## src/hw/rtl/slac_pkg.sv

```systemverilog
// Shared types and constants for the set-associative LRU tag store.
// Line layout, configuration register indexes and controller states.
// No dependencies; imported by slac_victim, set_assoc_lru_cache_model and the testbench.
package slac_pkg;

    // Field widths
    localparam int ADDR_W    = 32;
    localparam int TAG_W     = 32;
    localparam int STAMP_W   = 32;
    localparam int CNT_W     = 32;
    localparam int OUT_WAY_W = 3;

    // One line in a set row: {valid, tag, stamp}
    localparam int LINE_W    = 1 + TAG_W + STAMP_W;
    localparam int VALID_BIT = TAG_W + STAMP_W;
    localparam int TAG_LSB   = STAMP_W;

    // Configuration port
    localparam int CFG_W     = 4;
    localparam int CFG_IDX_W = 2;

    typedef logic [CFG_IDX_W-1:0] cfg_idx_t;
    typedef logic [CFG_W-1:0]     cfg_val_t;
    typedef logic [STAMP_W-1:0]   stamp_t;

    localparam cfg_idx_t CFG_OFFSET_BITS    = 2'd0;
    localparam cfg_idx_t CFG_SET_INDEX_BITS = 2'd1;
    localparam cfg_idx_t CFG_WAYS_USED      = 2'd2;

    localparam cfg_val_t OFFSET_BITS_RST    = 4'd4;
    localparam cfg_val_t SET_INDEX_BITS_RST = 4'd6;
    localparam cfg_val_t WAYS_USED_RST      = 4'd8;

    // Controller states
    typedef enum logic [1:0] {
        ST_CLEAR,
        ST_IDLE,
        ST_CMP,
        ST_UPD
    } state_t;

endpackage

```

## src/hw/rtl/slac_victim.sv

```systemverilog
// LRU victim picker: compare tree over per-way ages, oldest enabled way wins,
// lowest way on equal ages. Depends on slac_pkg.
module slac_victim #(
    parameter int N_WAYS = 8,
    parameter int WAY_W  = 3
) (
    input  slac_pkg::stamp_t [N_WAYS-1:0] ages,
    input  logic [N_WAYS-1:0]             way_en,
    output logic [WAY_W-1:0]              victim
);

    import slac_pkg::*;

    localparam int LEAVES = 1 << $clog2(N_WAYS);
    localparam int NODES  = 2 * LEAVES - 1;

    stamp_t           node_age [NODES];
    logic             node_en  [NODES];
    logic [WAY_W-1:0] node_idx [NODES];

    // Leaves, padded with disabled entries up to a power of two
    for (genvar l = 0; l < LEAVES; l++)
    begin : g_leaf
        if (l < N_WAYS)
        begin : g_used
            assign node_age[LEAVES-1+l] = ages[l];
            assign node_en[LEAVES-1+l]  = way_en[l];
            assign node_idx[LEAVES-1+l] = WAY_W'(l);
        end
        else
        begin : g_pad
            assign node_age[LEAVES-1+l] = '0;
            assign node_en[LEAVES-1+l]  = 1'b0;
            assign node_idx[LEAVES-1+l] = '0;
        end
    end

    // Inner nodes: left child holds lower ways, so it wins ties
    for (genvar n = 0; n < LEAVES - 1; n++)
    begin : g_node
        logic take_left;
        assign take_left = node_en[2*n+1] &&
                           (!node_en[2*n+2] || node_age[2*n+1] >= node_age[2*n+2]);
        assign node_age[n] = take_left ? node_age[2*n+1] : node_age[2*n+2];
        assign node_en[n]  = node_en[2*n+1] || node_en[2*n+2];
        assign node_idx[n] = take_left ? node_idx[2*n+1] : node_idx[2*n+2];
    end

    assign victim = node_idx[0];

endmodule

```

## config.mk

```make
export PLATFORM = sky130hd
export DESIGN_NAME = slac_victim
export DESIGN_NICKNAME = d
export VERILOG_FILES = /design/src/hw/rtl/slac_pkg.sv /design/src/hw/rtl/slac_victim.sv
export SDC_FILE = /design/constraint.sdc
export NUM_CORES = 1
export LEC_CHECK = 0
export BUFFER_PORTS_ARGS = -buffer_cell sky130_fd_sc_hd__buf_4
export CAP_MARGIN = 20
export CELL_PAD_IN_SITES_DETAIL_PLACEMENT = 1
export CELL_PAD_IN_SITES_GLOBAL_PLACEMENT = 1
export CORE_ASPECT_RATIO = 0.7
export CORE_MARGIN = 5
export CORE_UTILIZATION = 30
export DETAILED_ROUTE_END_ITERATION = 10
export GPL_ROUTABILITY_DRIVEN = 0
export GPL_TIMING_DRIVEN = 1
export PLACE_DENSITY = 0.69
export REMOVE_ABC_BUFFERS = 1
export SETUP_SLACK_MARGIN = 0.2
export SLEW_MARGIN = 20
export SYNTH_ARGS = -nofsm -noshare
export SYNTH_HDL_FRONTEND = slang
export SYNTH_SLANG_ARGS = --single-unit
```

## constraint.sdc

```tcl
create_clock -name vclk -period 22.4
set_clock_uncertainty 0.05 [all_clocks]
set_input_delay 2.24 -clock vclk [all_inputs]
set_output_delay 2.24 -clock vclk [all_outputs]
set_load 0.05 [all_outputs]
```

==> impl_metrics.csv <==
group,metric,value,unit
run_status,status,"complete, no violations",
setup_path,cp_max_fo,33,
layout,area_growth,30.79,%
floorplan,die_y,143.4,microns
power_and_ir_drop,power,0.2880,mW
drt,ant_nets,0,
clock_tree,cts_hold_repair.buffers,0,
timing,fin_crit_sh,53.80,%
setup_path,crit_start,"ages[64]",
drt,viasPerCell,5.017,
placement,io_buffers,267,
timing,rsz0062_at_grt,"false",
logic_synthesis,postSynthCellCount,963,
drt,drt_iter0_markers,205,
global_routing,grt_usage,18.88,%
drt,num_vias,7726,
logic_synthesis,synthMuxAreaShare,26.13,%
drt,wl_per_cell,18.53,microns
setup_path,crit_slowest_cell,"or2_2",
power_and_ir_drop,ir_worst_vdd,0.00001429,V
timing,setup_violations,0,
global_routing,grt_antenna_before_repair,1,
setup_path,crit_path_end_kind,"primary output",
floorplan,coreArea,24860,sq um
floorplan,dieArea,28760,sq um
floorplan,row_count,48,
logic_synthesis,synth_top_family_by_area,"adder cells",
layout,clock_buffers,0,
global_routing,grt_max_degree,34,
setup_path,required,20.11,ns
setup_path,worstSetupPathType,"in2out",
clock_tree,ctsResizeCount,0,
clock_tree,postCtsSetupBuffers,0,
logic_synthesis,synth_compound_area_share,16.54,%
worst_hold_path,min_path_type,"in2out",
setup_path,critPathTopFamily,"compound AO/OA/AOI/OAI gates",
worst_hold_path,whs_path_depth,5,
logic_synthesis,synth-simple-area-share,8.907,%
timing,setup_tns,0,ns
drt,finalWirelength,28.54,mm
setup_path,crit_cells,30,
timing,max_freq,82.99,MHz
global_routing,first_global_vias,8259,
logic_synthesis,avgSynthCellArea,7.920,sq um
logic_synthesis,synthTopCellsByArea,"ha_1 (37%), mux2i_1 (21%), inv_1 (9.8%), mux2_2 (4.9%), a21oi_1 (4.5%)",
layout,nets,1705,
power_and_ir_drop,powerDensity,28.87,nW/um^2
timing,slew_violations,0,
global_routing,overflow,0,
setup_path,crit_buf_inv,5,
logic_synthesis,yosysSeqAreaShare,0,%
timing,finalHoldViolations,0,
setup_path,startpoint_type,"input port",
drt,drcViolationCount,0,
timing,fin_crit,12.05,ns
logic_synthesis,netlist.area_leader.share,36.75,%
floorplan,top_level_ports,267,
timing,worstMarginPinSlew,1.054,ns
layout,seq_cells,0,
drt,dr.pass1.iters,4,
worst_hold_path,holdPathEnd,"victim[2]",
logic_synthesis,synth-xor-area-share,0,%
timing,relSlewSlack,29.71,%
layout,drive_above_1_share,25.76,%
floorplan,start_util,30.68,%
global_routing,grt_pass1_wl,44.47,mm
flow_run,drv_cap,0,
logic_synthesis,ys_warn_count,0,
power_and_ir_drop,power_leakage,6.035,nW
logic_synthesis,ys_types,50,
worst_hold_path,min_from,"way_en[3]",
setup_path,crit_path_max_incr_delay,0.87,ns
layout,seq_area,0,sq um
logic_synthesis,synth_area,7627,sq um
setup_path,worstPathArrival,9.76,ns
floorplan,die_x,200.6,microns
logic_synthesis,yosys.area.top_type,"ha_1",
layout,nFillCells,3100,
logic_synthesis,yosys.area_share.adder,36.75,%
layout,insertedDiodeCount,0,
placement,dp_hpwl,26.55,mm
[synth_stat cells (all sizes together), types with 4 or more instances]
cell type and n:
ha 224, inv 199, mux2i 162, a21oi 72, a21o 37, nand4 36
mux2 33, nand2 30, o21ai 26, nor2 24, buf 19, nand3 13
a211oi 10, o211ai 7, nand2b 6, nor3 6, a2111oi 5, nor2b 5
a21boi 4, nor4 4
[worst max-delay path by stage]
stage,endpoint
3_3_place_gp,victim[1]
3_5_place_dp,victim[1]
5_1_grt,victim[1]
6_report,victim[1]
2_1_floorplan,victim[0]
4_1_cts,victim[1]
[where the power goes]
part / leakage (nW) / internal [mW] / total [mW] / switching (mW)
combinational: 6.03 / 0.135 / 0.288 / 0.153
clock: 0 / 0 / 0 / 0
sequential: 0 / 0 / 0 / 0
total: 6.03 / 0.135 / 0.288 / 0.153
[logic make-up (layout without fill, tap and decap cells)]
family                   after synthesis  after routing
AO/OA/AOI/OAI                        193            193
adder cells (fa/ha/maj)              224            224
buffers and inverters                219            471
multiplexers                         195            195
AND/OR/NAND/NOR                      132            132
[metrics by stage]
step	utilization, %	cells	hold WS, ns	area [sq um]	worst slack [ns]
after floorplan	-	943	5.000	7483	8.394
after global placement	40.12	1540	5.215	9976	10.43
after detailed placement	40.12	1540	5.219	9976	10.35
after CTS	40.12	1540	5.226	9976	10.29
after global routing	40.12	1540	5.263	9976	9.851
final	40.12	1540	5.212	9976	10.35
[worst min-delay path, cell delays in order]
cell	delay, ns
buf_4	0.12
nor2_1	0.19
a22oi_1	0.19
inv_1	0.09
buf_4	0.19
[metal layers]
layer  routed length (microns)  global-route usage (%)  vias to the layer above
li1                          -                       -                     3985
met1                     15140                   28.53                     3595
met2                     12200                   30.75                      140
met3                      1165                   2.075                        4
met4                        22                  0.1810                        2
met5                        12                       0                        -
[placed cells by master (no fill, tap or decap), types with 24 or more instances in the layout]
cell type / n
inv_1: 199
buf_4: 272
nand4_1: 36
a21oi_1: 69
o21ai_0: 25
mux2i_1: 162
nand2_1: 30
mux2_2: 33
a21o_1: 37
nor2_1: 24
ha_1: 224
[cell type report]
cell class | count | area, sq um | area share, %
Multi-Input combinational cell | 744 | 6780 | 67.97
Tap cell | 325 | 406.6 | 4.076
Timing Repair Buffer | 272 | 2042 | 20.47
Inverter | 199 | 747.0 | 7.488
Power figures use the tool's default switching activity.
